### config.mk
export PLATFORM = sky130hd
export DESIGN_NAME = fir_filter_direct_form_unit
export DESIGN_NICKNAME = d
export VERILOG_FILES = /design/src/rtl/fdf_pkg.sv /design/src/rtl/fdf_ram.sv /design/src/rtl/fdf_mac.sv /design/src/rtl/fir_filter_direct_form_unit.sv
export SDC_FILE = /design/constraint.sdc
export NUM_CORES = 2
export LEC_CHECK = 0
export ABC_AREA = 1
export BUFFER_PORTS_ARGS = -buffer_cell sky130_fd_sc_hd__buf_2
export CAP_MARGIN = 20
export CORE_UTILIZATION = 52
export DETAILED_ROUTE_END_ITERATION = 6
export PLACE_DENSITY = 0.67
export SETUP_SLACK_MARGIN = 0.1
export SYNTH_ARGS = -nofsm -noshare
export SYNTH_HDL_FRONTEND = slang
export SYNTH_HIERARCHICAL = 1
export SYNTH_SLANG_ARGS = --single-unit
### constraint.sdc
create_clock -name clk -period 9.98 [get_ports clk]
set_clock_uncertainty 0.2 [all_clocks]
set_input_delay 0.998 -clock clk [delete_from_list [all_inputs] [get_ports clk]]
set_output_delay 0.998 -clock clk [all_outputs]
set_load 0.01 [all_outputs]
### src/rtl/fdf_pkg.sv
`timescale 1ns / 1ps
// ----------------------------------------------------------------------------
// fdf_pkg
// Shared types and constants of the direct-form FIR filter unit.
// ----------------------------------------------------------------------------
package fdf_pkg;

  localparam int SMP_W     = 16;
  localparam int COEF_W    = 16;
  localparam int GAIN_W    = 16;
  localparam int TAPC_W    = 7;
  localparam int CFG_W     = 16;
  localparam int CFG_IDX_W = 2;
  localparam int RND_SHIFT = 27;

  localparam logic [1:0] MODE_FILT = 2'd0;
  localparam logic [1:0] MODE_COEF = 2'd1;
  localparam logic [1:0] MODE_CLR  = 2'd2;

  localparam logic [CFG_IDX_W-1:0] REG_TAP_COUNT = 2'd0;
  localparam logic [CFG_IDX_W-1:0] REG_GAIN      = 2'd1;

  localparam logic [1:0] OP_TAP = 2'd0;
  localparam logic [1:0] OP_GLO = 2'd1;
  localparam logic [1:0] OP_GHI = 2'd2;

  typedef struct packed {
    logic [1:0] sel;
    logic       acc_clr;
    logic       tap_v;
    logic       tap_m;
    logic       scl_ld;
    logic       scl_add;
    logic       rnd_ld;
  } fdf_mac_ctl_t;

endpackage

### src/rtl/fdf_ram.sv
`timescale 1ns / 1ps
// ----------------------------------------------------------------------------
// fdf_ram
// Generic single-write, single-read RAM with registered read data.
// ----------------------------------------------------------------------------
module fdf_ram #(
  parameter int WIDTH = 16,
  parameter int DEPTH = 64
) (
  input  logic                                      clk,
  input  logic                                      we,
  input  logic [((DEPTH > 1) ? $clog2(DEPTH) : 1)-1:0] waddr,
  input  logic [WIDTH-1:0]                          wdata,
  input  logic [((DEPTH > 1) ? $clog2(DEPTH) : 1)-1:0] raddr,
  output logic [WIDTH-1:0]                          rdata
);

  logic [WIDTH-1:0] mem [DEPTH];

  always_ff @(posedge clk) begin
    if (we) begin
      mem[waddr] <= wdata;
    end
    rdata <= mem[raddr];
  end

endmodule

### src/rtl/fdf_mac.sv
`timescale 1ns / 1ps
// ----------------------------------------------------------------------------
// fdf_mac
// Shared multiplier with tap accumulator, gain scaling, rounding, saturation.
// ----------------------------------------------------------------------------
module fdf_mac #(
  parameter int ACC_W = 38
) (
  input  logic                        clk,
  input  logic                        rst_n,
  input  fdf_pkg::fdf_mac_ctl_t       ctl,
  input  logic signed [15:0]          smp,
  input  logic signed [15:0]          coef,
  input  logic [15:0]                 gain,
  output logic signed [15:0]          sat
);
  import fdf_pkg::*;

  localparam int MUL_A_W = ((ACC_W - 16) > 17) ? (ACC_W - 16) : 17;
  localparam int PROD_W  = MUL_A_W + 17;
  localparam int SCL_W   = ACC_W + 17;
  localparam int RND_W   = SCL_W + 1 - RND_SHIFT;
  localparam logic [SCL_W:0] RND_HALF =
    {{(SCL_W + 1 - RND_SHIFT){1'b0}}, 1'b1, {(RND_SHIFT - 1){1'b0}}};
  localparam logic signed [RND_W-1:0] SAT_HI = RND_W'(32767);
  localparam logic signed [RND_W-1:0] SAT_LO = RND_W'(-32768);

  logic signed [MUL_A_W-1:0] mul_a;
  logic signed [16:0]        mul_b;
  logic signed [PROD_W-1:0]  mul_p;
  logic signed [PROD_W-1:0]  prod_r;
  logic                      v2_r;
  logic signed [ACC_W-1:0]   acc_r;
  logic signed [SCL_W-1:0]   scl_r;
  logic signed [SCL_W:0]     rnd_sum;
  logic signed [RND_W-1:0]   rnd_r;

  always_comb begin
    unique case (ctl.sel)
      OP_TAP: begin
        mul_a = ctl.tap_m ? MUL_A_W'(smp) : '0;
        mul_b = 17'(coef);
      end
      OP_GLO: begin
        mul_a = MUL_A_W'({1'b0, acc_r[15:0]});
        mul_b = {1'b0, gain};
      end
      OP_GHI: begin
        mul_a = MUL_A_W'($signed(acc_r[ACC_W-1:16]));
        mul_b = {1'b0, gain};
      end
      default: begin
        mul_a = '0;
        mul_b = '0;
      end
    endcase
  end

  assign mul_p   = PROD_W'(mul_a) * PROD_W'(mul_b);
  assign rnd_sum = (SCL_W + 1)'(scl_r) + $signed(RND_HALF);

  always_ff @(posedge clk) begin
    prod_r <= mul_p;
    if (ctl.scl_ld) begin
      scl_r <= SCL_W'(prod_r);
    end else if (ctl.scl_add) begin
      scl_r <= scl_r + (SCL_W'(prod_r) <<< 16);
    end
    if (ctl.rnd_ld) begin
      rnd_r <= rnd_sum[SCL_W:RND_SHIFT];
    end
  end

  always_ff @(posedge clk) begin
    if (!rst_n) begin
      v2_r  <= 1'b0;
      acc_r <= '0;
    end else if (ctl.acc_clr) begin
      v2_r  <= 1'b0;
      acc_r <= '0;
    end else begin
      v2_r <= ctl.tap_v;
      if (v2_r) begin
        acc_r <= acc_r + ACC_W'($signed(prod_r[31:0]));
      end
    end
  end

  always_comb begin
    if (rnd_r > SAT_HI) begin
      sat = 16'sh7fff;
    end else if (rnd_r < SAT_LO) begin
      sat = 16'sh8000;
    end else begin
      sat = rnd_r[15:0];
    end
  end

endmodule

### src/rtl/fir_filter_direct_form_unit.sv
`timescale 1ns / 1ps
// ----------------------------------------------------------------------------
// fir_filter_direct_form_unit
// Direct-form FIR filter; one shared multiplier walks the taps in sequence.
// ----------------------------------------------------------------------------
// Filter item: after accept, taps (tap_count clamped to MAX_TAPS) are walked
//   with one multiply per tap; in_ready stays low until out_valid is raised.
// A result held by out_ready low stalls the unit in its last state.
// Coefficient write, delay-line clear and unused modes complete in S_IDLE.
// Reset: after rst_n an S_CLR pass zeroes the coefficient RAM with
//   in_ready low; the delay line is cleared at once through its fill count.
// ----------------------------------------------------------------------------
module fir_filter_direct_form_unit #(
  parameter int MAX_TAPS = 64
) (
  input  logic                               clk,
  input  logic                               rst_n,
  input  logic                               in_valid,
  output logic                               in_ready,
  input  logic [1:0]                         in_mode,
  input  logic signed [15:0]                 in_sample_in,
  input  logic [5:0]                         in_coef_index,
  input  logic signed [15:0]                 in_coef_value,
  output logic                               out_valid,
  input  logic                               out_ready,
  output logic signed [15:0]                 out_sample_out,
  input  logic                               cfg_we,
  input  logic [fdf_pkg::CFG_IDX_W-1:0]      cfg_index,
  input  logic [fdf_pkg::CFG_W-1:0]          cfg_wdata
);
  import fdf_pkg::*;

  localparam int IDX_W = (MAX_TAPS > 1) ? $clog2(MAX_TAPS) : 1;
  localparam int CNT_W = $clog2(MAX_TAPS + 1);
  localparam int ACC_W = 32 + $clog2(MAX_TAPS);
  localparam int TCMP_W = (CNT_W > TAPC_W) ? CNT_W : TAPC_W;
  localparam logic [IDX_W-1:0] LAST_IDX = IDX_W'(MAX_TAPS - 1);

  localparam logic [3:0] S_CLR  = 4'd0;
  localparam logic [3:0] S_IDLE = 4'd1;
  localparam logic [3:0] S_MAC  = 4'd2;
  localparam logic [3:0] S_DRN1 = 4'd3;
  localparam logic [3:0] S_DRN2 = 4'd4;
  localparam logic [3:0] S_GLO  = 4'd5;
  localparam logic [3:0] S_GHI  = 4'd6;
  localparam logic [3:0] S_GSUM = 4'd7;
  localparam logic [3:0] S_RND  = 4'd8;
  localparam logic [3:0] S_FIN  = 4'd9;

  logic [3:0]          state_r, state_nxt;
  logic [CNT_W-1:0]    cnt_r, cnt_nxt;
  logic [CNT_W-1:0]    fill_r, fill_nxt;
  logic [IDX_W-1:0]    wr_ptr_r, wr_ptr_nxt;
  logic [IDX_W-1:0]    rd_ptr_r, rd_ptr_nxt;
  logic                v1_r, v1_nxt;
  logic                m1_r, m1_nxt;
  logic                out_valid_r, out_valid_nxt;
  logic signed [15:0]  out_data_r, out_data_nxt;
  logic [TAPC_W-1:0]   tap_count_r;
  logic [GAIN_W-1:0]   gain_r;

  logic                accept;
  logic [TCMP_W-1:0]   tc_ext;
  logic [CNT_W-1:0]    taps_w;
  logic [IDX_W-1:0]    ptr_inc;
  logic [IDX_W-1:0]    ptr_dec;
  logic                idx_ok;
  logic                co_we;
  logic [IDX_W-1:0]    co_waddr;
  logic [COEF_W-1:0]   co_wdata;
  logic [COEF_W-1:0]   co_rdata;
  logic                dl_we;
  logic [SMP_W-1:0]    dl_rdata;
  logic signed [15:0]  sat;
  fdf_mac_ctl_t        ctl;

  assign in_ready       = (state_r == S_IDLE);
  assign accept         = in_valid & in_ready;
  assign out_valid      = out_valid_r;
  assign out_sample_out = out_data_r;

  assign tc_ext  = TCMP_W'(tap_count_r);
  assign taps_w  = (tc_ext > TCMP_W'(MAX_TAPS)) ? CNT_W'(MAX_TAPS) : CNT_W'(tc_ext);
  assign ptr_inc = (wr_ptr_r == LAST_IDX) ? '0 : wr_ptr_r + 1'b1;
  assign ptr_dec = (rd_ptr_r == '0) ? LAST_IDX : rd_ptr_r - 1'b1;
  assign idx_ok  = (int'(in_coef_index) < MAX_TAPS);

  assign co_we    = (state_r == S_CLR) || (accept && (in_mode == MODE_COEF) && idx_ok);
  assign co_waddr = (state_r == S_CLR) ? cnt_r[IDX_W-1:0] : IDX_W'(in_coef_index);
  assign co_wdata = (state_r == S_CLR) ? '0 : in_coef_value;
  assign dl_we    = accept && (in_mode == MODE_FILT);

  fdf_ram #(.WIDTH(COEF_W), .DEPTH(MAX_TAPS)) u_coef_ram (
    .clk   (clk),
    .we    (co_we),
    .waddr (co_waddr),
    .wdata (co_wdata),
    .raddr (cnt_r[IDX_W-1:0]),
    .rdata (co_rdata)
  );

  fdf_ram #(.WIDTH(SMP_W), .DEPTH(MAX_TAPS)) u_dly_ram (
    .clk   (clk),
    .we    (dl_we),
    .waddr (ptr_inc),
    .wdata (in_sample_in),
    .raddr (rd_ptr_r),
    .rdata (dl_rdata)
  );

  fdf_mac #(.ACC_W(ACC_W)) u_mac (
    .clk   (clk),
    .rst_n (rst_n),
    .ctl   (ctl),
    .smp   (dl_rdata),
    .coef  (co_rdata),
    .gain  (gain_r),
    .sat   (sat)
  );

  always_comb begin
    state_nxt     = state_r;
    cnt_nxt       = cnt_r;
    fill_nxt      = fill_r;
    wr_ptr_nxt    = wr_ptr_r;
    rd_ptr_nxt    = rd_ptr_r;
    v1_nxt        = 1'b0;
    m1_nxt        = 1'b0;
    out_valid_nxt = out_valid_r;
    out_data_nxt  = out_data_r;
    ctl           = '0;
    ctl.sel       = OP_TAP;
    ctl.tap_v     = v1_r;
    ctl.tap_m     = m1_r;

    if (out_valid_r && out_ready) begin
      out_valid_nxt = 1'b0;
    end

    unique case (state_r)
      S_CLR: begin
        cnt_nxt = cnt_r + 1'b1;
        if (cnt_r[IDX_W-1:0] == LAST_IDX) begin
          cnt_nxt   = '0;
          state_nxt = S_IDLE;
        end
      end
      S_IDLE: begin
        if (accept) begin
          unique case (in_mode)
            MODE_FILT: begin
              wr_ptr_nxt  = ptr_inc;
              rd_ptr_nxt  = ptr_inc;
              fill_nxt    = (fill_r == CNT_W'(MAX_TAPS)) ? fill_r : fill_r + 1'b1;
              cnt_nxt     = '0;
              ctl.acc_clr = 1'b1;
              state_nxt   = (taps_w == '0) ? S_DRN1 : S_MAC;
            end
            MODE_COEF: begin
            end
            MODE_CLR: begin
              fill_nxt = '0;
            end
            default: begin
            end
          endcase
        end
      end
      S_MAC: begin
        v1_nxt     = 1'b1;
        m1_nxt     = (cnt_r < fill_r);
        cnt_nxt    = cnt_r + 1'b1;
        rd_ptr_nxt = ptr_dec;
        if (CNT_W'(cnt_r + 1'b1) == taps_w) begin
          state_nxt = S_DRN1;
        end
      end
      S_DRN1: state_nxt = S_DRN2;
      S_DRN2: state_nxt = S_GLO;
      S_GLO: begin
        ctl.sel   = OP_GLO;
        state_nxt = S_GHI;
      end
      S_GHI: begin
        ctl.sel    = OP_GHI;
        ctl.scl_ld = 1'b1;
        state_nxt  = S_GSUM;
      end
      S_GSUM: begin
        ctl.scl_add = 1'b1;
        state_nxt   = S_RND;
      end
      S_RND: begin
        ctl.rnd_ld = 1'b1;
        state_nxt  = S_FIN;
      end
      S_FIN: begin
        if (!out_valid_r || out_ready) begin
          out_valid_nxt = 1'b1;
          out_data_nxt  = sat;
          state_nxt     = S_IDLE;
        end
      end
      default: state_nxt = S_IDLE;
    endcase
  end

  always_ff @(posedge clk) begin
    if (!rst_n) begin
      state_r     <= S_CLR;
      cnt_r       <= '0;
      fill_r      <= '0;
      wr_ptr_r    <= '0;
      rd_ptr_r    <= '0;
      v1_r        <= 1'b0;
      m1_r        <= 1'b0;
      out_valid_r <= 1'b0;
    end else begin
      state_r     <= state_nxt;
      cnt_r       <= cnt_nxt;
      fill_r      <= fill_nxt;
      wr_ptr_r    <= wr_ptr_nxt;
      rd_ptr_r    <= rd_ptr_nxt;
      v1_r        <= v1_nxt;
      m1_r        <= m1_nxt;
      out_valid_r <= out_valid_nxt;
    end
  end

  always_ff @(posedge clk) begin
    out_data_r <= out_data_nxt;
  end

  always_ff @(posedge clk) begin
    if (!rst_n) begin
      tap_count_r <= TAPC_W'(64);
      gain_r      <= GAIN_W'(4096);
    end else if (cfg_we) begin
      unique case (cfg_index)
        REG_TAP_COUNT: tap_count_r <= cfg_wdata[TAPC_W-1:0];
        REG_GAIN:      gain_r      <= cfg_wdata[GAIN_W-1:0];
        default: begin
        end
      endcase
    end
  end

  a_fill_bound: assert property (@(posedge clk) disable iff (!rst_n)
    fill_r <= CNT_W'(MAX_TAPS))
    else $error("fill count above depth");

  a_cnt_in_range: assert property (@(posedge clk) disable iff (!rst_n)
    (state_r == S_MAC) |-> (cnt_r < taps_w))
    else $error("tap counter past tap count");

  a_tap_from_mac: assert property (@(posedge clk) disable iff (!rst_n)
    v1_r |-> $past(state_r == S_MAC))
    else $error("tap data valid outside tap walk");

  a_ptr_range: assert property (@(posedge clk) disable iff (!rst_n)
    (int'(wr_ptr_r) < MAX_TAPS) && (int'(rd_ptr_r) < MAX_TAPS))
    else $error("delay pointer out of range");

  a_result_hold: assert property (@(posedge clk) disable iff (!rst_n)
    (state_r == S_FIN && out_valid_r && !out_ready) |=> (state_r == S_FIN))
    else $error("result dropped while output slot busy");

endmodule
; Word level (Yosys, flattened, before mapping)
; Memories as Yosys holds them, arrays and structs flattened. A register that Yosys moved wholly into a read port is not among the register bits.
; Cells that the tools add are included.
[op_classes]
n_div = 0
n_eq_ne = 24
n_reduce_logical = 27
addsub = 7
mux = 42
shift = 0
bitwise_logic = 2
magnitude_cmp = 4
n_mul = 1
[ops]
columns = operator, count
row1 = 55-bit 2-to-1 mux, 2
row2 = 22-bit case mux with 3 select lines, 1
row3 = "55-bit by 28-bit adder with 56-bit output, second input constant", 1
row4 = 55-bit adder, 1
row5 = 4-bit case mux with 10 select lines, 1
row6 = 22-bit by 17-bit multiplier with 39-bit output, 1
row7 = 38-bit by 32-bit adder with 38-bit output, 1
row8 = 7-bit 2-to-1 mux, 5
row9 = 17-bit case mux with 2 select lines, 1
row10 = 16-bit 2-to-1 mux, 2
row11 = 6-bit 2-to-1 mux, 5
row12 = "29-bit by 16-bit > comparator with 1-bit output, second input constant", 1
row13 = "29-bit by 16-bit < comparator with 1-bit output, second input constant", 1
row14 = 22-bit 2-to-1 mux, 1
row15 = 7-bit case mux with 3 select lines, 1
row16 = 4-bit 2-to-1 mux, 5
row17 = "4-bit by 3-bit equality test with 1-bit output, second input constant", 4
row18 = 1-bit 2-to-1 mux, 15
row19 = "7-bit by 1-bit adder with 7-bit output, second input constant", 2
row20 = 7-bit case mux with 2 select lines, 1
row21 = "6-bit equality test, second input constant", 2
row22 = 6-bit case mux with 2 select lines, 1
row23 = 3-bit AND reduction, 3
row24 = "4-bit by 2-bit equality test with 1-bit output, second input constant", 2
row25 = 28 further kinds, 47
[totals]
input_bits = 63
out_inout_bits = 18
romBits = 0
regBits = 234
latch_bits = 0
wordCells = 125
n_memories = 2
ram_bits = 2048
[memory_table]
columns = name, words, word_bits, read_ports, rd_ports_with_merged_regs, write_ports, line_no
row1 = u_coef_ram.mem, 64, 16, 1, 1, 1, fdf_ram.sv:18  ; logic [WIDTH-1:0] mem [DEPTH];
row2 = u_dly_ram.mem, 64, 16, 1, 1, 1, fdf_ram.sv:18

; Depth between registers and ports, before layout
[logic_depth]
word_depth = 7
ltp_mapped = 36
ltp_nobuf = 34

; Hierarchy
; Netlist, hierarchy kept.
[modules_own_cells]
columns = mod, instances, cells_per_inst, seq_area_each_um2, area_per_inst_um2
row1 = fdf_ram, 2, 3517, 31069.8, 42099.1
row2 = fdf_mac, 1, 3346, 3603.5, 24925.2
row3 = fir_filter_direct_form_unit, 1, 496, 1601.5, 3626.0

; Worst setup path after synthesis
; No wires, ideal clock.
[synth_path]
path_kind = reg2reg
start = register state_r[2]
end = register u_mac.prod_r[38]
path_slack_ps = 2787
required_time_ps = 9656
synth_period_minus_slack_ps = 7193
n_path_buf = 3
stages_incl_launch_ff = 28
arrival_time_ps = 6868
setup_time_ps = 124
cell_sequence = dfxtp_1 inv_2 nor2_1 inv_1 nor3_1 inv_1 ha_1 clkbuf_2 buf_2 a22o_1 nand2_1 buf_2 nor2_1 fa_1 fa_1 fa_1 fa_1 fa_1 inv_1 fa_1 inv_1 ha_1 a21o_1 a31oi_1 o21ai_0 nand2_1 nand4_1 xor2_1
[synth_via]
elab_chain_len = 6
word_cells_on_any_way = 10
cone_classes = mul (1) / eq/ne (4) / mux (3) / reduce/logical (2)
[synth_rtl]
columns = item, line_no
row1 = "start, declared", fir_filter_direct_form_unit.sv:50  ; logic [3:0] state_r, state_nxt;
row2 = "start signal, assigned", fir_filter_direct_form_unit.sv:219  ; state_r <= state_nxt;
row3 = 4-bit by 3-bit equality test with 1-bit output, fir_filter_direct_form_unit.sv:140  ; unique case (state_r)
row4 = 2-bit case mux with 2 select lines *, fir_filter_direct_form_unit.sv:140
row5 = 2-bit by 1-bit equality test with 1-bit output / 2-bit equality test (equally long branches), fdf_mac.sv:39  ; unique case (ctl.sel)
row6 = 2-bit OR reduction (no source line), --
row7 = 17-bit case mux with 2 select lines, fdf_mac.sv:39
row8 = 22-bit by 17-bit multiplier with 39-bit output *, fdf_mac.sv:59  ; assign mul_p = PROD_W'(mul_a) * PROD_W'(mul_b);
row9 = named net u_mac.mul_p[38], fdf_mac.sv:30  ; logic signed [PROD_W-1:0] mul_p;
row10 = "end signal, assigned", fdf_mac.sv:63  ; prod_r <= mul_p;
row11 = "end, declared", fdf_mac.sv:31  ; logic signed [PROD_W-1:0] prod_r;
; Mark *: on every way through the listed nets, which the timed path passes. The rest lies on a longest branch.
; A chain may end at the register's enable or synchronous reset.

==> flow_summary.ini <==
[finish]
multi_input_area_sq_um = 39400
seq_area_sq_um = 67400
n_fill_cell = 17900
drive_gt1_frac = 0.0712
final_cell_count_no_fill = 13900
syn_to_final_growth_pct = 9.54
utilization = 0.574
postLayoutCellArea_sq_um = 124000
nets = 11500

[global_routing]
grt_pass1_vias = 75700
grt_pass1_wl_um = 470000
antenna_found_initial = 3
grt_max_degree = 216
globalRouteOverflowTotal = 0
track_usage = 0.285

[synthesis]
syn_inst = 10900
ys_seq_elements = 2298
ys_async_sr_fraction = 0
synth-edff-count = 2132
yosysWarningCount = 6
synthesis.nets = 11500
synth_top_flop_cell = edfxtp_1
post_synth_num_cell_types = 64
synth-seq-area-share = 0.597
netlist_area_sq_um = 113000
syn_avg_cell_area_sq_um = 10.4

[cts]
cts_htree_levels = 4
cts_buffers = 230
cts_sinks = 2298
cts_setup_buffers = 0
clk_latency_ns = 0.89
cts_tree = done
clockRootBuffer = clkbuf_16
ctsHoldBuffers = 0
cts_buffer_depth = 3
path_clk_slew_ns = 0.06
ctsResizeCount = 0

[route]
ant_nets = 0
vias = 79600
drt-vias-per-instance = 5.70
totalWireLength_um = 314000
drc_errors = 0
first_pass_iters = 6
wire_per_inst_um = 22.5
dr.first_iter.drc_count = 8756

[pwr]
vdd_drop_max_mv = 0.269
p_seq_frac = 0.393
clkPwrFrac = 0.292
power.switching_w = 0.0112
powerDensity_nw_per_um2 = 244
p_leak_nw = 49.2
comb_power_share = 0.315
swShare = 0.370
intPower_w = 0.0190

[floorplanning]
fp.dieH_um = 468
fp.dieW_um = 468
core_area_sq_um = 215000
fp.dieArea_sq_um = 219000
pin_count = 81
start_util = 0.524
row_count = 170

[run]
max_cap_viol_count = 0

[critical_path]
path_max_fanout = 21
required_ns = 10.51
cpMostUsedCell = fa_1
slowest_delay_ns = 0.60
crit_family = adder cells
cp_data_arrival_time_ns = 9.19
endpoint_kind = flop
startpoint_type = flop
crit_path_top_delay_cell = a21oi_2
critical_path_buf_inv_count = 5
worstSetupPathType = reg -> reg

[timing]
timing.slew.headroom = 0.263
setup_viol = 0
finalHoldViolations = 0
tightest_slew_ns = 1.10
rsz0062_at_grt = no
slew_viol_final = 0
fin_crit_ns = 8.65
min_period_over_period = 0.867
timing.fmax_mhz = 116
finalSetupTns_ns = 0

[status]
outcome = complete, no violations

[place]
place_congestion = 0.979
dp_cells = 13500
io_buffers = 80
hpwl_um = 197000
placedInstanceArea_sq_um = 116000

[hold_path]
min_path_type = in -> reg
## routing by layer
| metal | vias up | GRT usage | wire length (um) |
|---|---|---|---|
| met3 | 519 | 0.0373 | 24200 |
| li1 | 36700 | - | - |
| met4 | 4 | 0.109 | 12400 |
| met5 | - | 0 | 27 |
| met2 | 3427 | 0.452 | 147000 |
| met1 | 38900 | 0.400 | 130000 |
## cells by family after synthesis
| kind of cell | after synthesis | share of synthesized area |
|---|---|---|
| buf+inv | 1337 | 0.0554 |
| xor+xnor | 90 | 0.00699 |
| simple gates | 6079 | 0.227 |
| fa+ha+maj | 561 | 0.0871 |
| compound gates | 511 | 0.0260 |
| flops | 2298 | 0.597 |
## cells in the final DEF, fill, tap and decap left out, types with 13 or more instances in the layout
| master | instances |
|---|---|
| o21ai_0 | 166 |
| a22o_1 | 15 |
| or2_2 | 13 |
| clkinv_1 | 45 |
| a21oi_1 | 208 |
| clkinv_2 | 49 |
| buf_4 | 233 |
| o22ai_1 | 16 |
| nor4_2 | 17 |
| nor2_4 | 20 |
| nor3_1 | 21 |
| o21bai_1 | 24 |
| a21o_1 | 21 |
| xnor2_1 | 28 |
| clkbuf_16 | 230 |
| inv_1 | 792 |
| fa_1 | 373 |
| nand3_1 | 1880 |
| buf_2 | 80 |
| nand4_1 | 49 |
| ha_1 | 188 |
| clkbuf_1 | 41 |
| nor2_1 | 631 |
| nand2_1 | 3404 |
| bufinv_16 | 29 |
| dfxtp_1 | 158 |
| edfxtp_1 | 2132 |
| xor2_1 | 62 |
## synth_stat cells, types with 4 or more instances
cell type | n | area share
dfxtp_1 | 166 | 0.029
o22ai_1 | 16 | 0.00089
buf_1 | 36 | 0.0012
buf_2 | 244 | 0.011
clkbuf_1 | 104 | 0.0035
nor4_1 | 24 | 0.0013
a31oi_1 | 9 | 0.00050
o31ai_1 | 4 | 0.00027
xnor2_1 | 28 | 0.0022
nor3_1 | 23 | 0.0010
o21ai_0 | 169 | 0.0075
inv_1 | 795 | 0.026
or2_2 | 13 | 0.00072
nand3_1 | 1880 | 0.083
buf_4 | 38 | 0.0025
nand3_2 | 4 | 0.00036
a22o_1 | 15 | 0.0012
a21oi_2 | 10 | 0.00078
ha_1 | 188 | 0.021
nand3b_1 | 4 | 0.00027
fa_1 | 373 | 0.066
a211oi_1 | 6 | 0.00040
nand4_1 | 49 | 0.0027
o221ai_1 | 4 | 0.00031
buf_6 | 98 | 0.0098
o21ai_1 | 5 | 0.00022
inv_2 | 11 | 0.00037
o211ai_1 | 4 | 0.00027
clkinv_1 | 5 | 0.00017
edfxtp_1 | 2132 | 0.57
nand2_2 | 6 | 0.00033
nand2_1 | 3404 | 0.11
a21o_1 | 21 | 0.0014
and2_1 | 4 | 0.00022
nor2_1 | 648 | 0.022
o21bai_1 | 24 | 0.0016
xor2_1 | 62 | 0.0048
a21oi_1 | 208 | 0.0092
## power groups by stage
stage	sequential [W]	combinational (W)	clock, W
after floorplan	0.0118	0.00664	0
after global placement	0.0120	0.00927	0
final	0.0119	0.00950	0.00882
after CTS	0.0119	0.00946	0.00893
after detailed placement	0.0121	0.00941	0
after global routing	0.0119	0.0104	0.00930
## layout make-up
| cell class | count | area share |
|---|---|---|
| clock buffer | 279 | 0.0485 |
| sequential | 2298 | 0.545 |
| clock inverter | 155 | 0.0144 |
| multi-input combinational | 7241 | 0.319 |
| inverter | 814 | 0.0252 |
| antenna | 2 | 0.0000405 |
| tap | 2838 | 0.0288 |
| timing repair buffer | 320 | 0.0186 |
## sequential cells by signal (all words and copies together), names as in the netlist
signal,flops
u_coef_ram/mem,1024
u_dly_ram/mem,1024
u_mac/prod_r,39
u_mac/scl_r,39
u_mac/acc_r,38
u_mac/rnd_r,29
gain_r,16
out_sample_out,16
u_coef_ram/rdata,16
u_dly_ram/rdata,16
cnt_r,7
fill_r,7
tap_count_r,7
rd_ptr_r,6
wr_ptr_r,6
state_r,4
m1_r,1
out_valid,1
u_mac/v2_r,1
v1_r,1
## worst register-to-register path: stages, from the launching register on
cell     delay, ns
dfxtp_1       0.52
nand2_4       0.14
nor2_1        0.31
inv_1         0.15
ha_1          0.25
inv_1         0.56
o22ai_1       0.24
a21oi_2       0.60
nor2_1        0.42
nor2_1        0.26
fa_1          0.45
fa_1          0.55
fa_1          0.49
fa_1          0.53
fa_1          0.55
inv_1         0.05
fa_1          0.52
inv_1         0.04
ha_1          0.40
nand2_1       0.13
nor2_1        0.26
inv_1         0.13
nor2_1        0.32
nand4_1       0.29
nand3_1       0.14
nand2_1       0.06
## through the flow
step                hold slack, ns  power (W)  setup slack (ns)
global route                0.0951     0.0316             0.747
global placement             0.273     0.0213              1.20
floorplan                    0.194     0.0184              2.79
finish                       0.133     0.0302              1.33
detailed placement           0.277     0.0215              1.29
CTS                         0.0765     0.0302              1.28
## final timing paths
kind,end,slack [ns],depth (start not counted),startpoint
worst max-delay path,u_mac/prod_r[32]$_DFF_P_,1.33,25,state_r[0]$_SDFFE_PN0P_
worst min-delay path,gain_r[8]$_SDFFE_PN0P_,0.13,3,cfg_wdata[8]
worst max register to register,u_mac/prod_r[32]$_DFF_P_,1.33,25,state_r[0]$_SDFFE_PN0P_
worst min register to register,u_mac/acc_r[0]$_SDFFE_PP0P_,0.28,2,u_mac/acc_r[0]$_SDFFE_PP0P_
No activity file was read; power rests on OpenSTA's default activity.
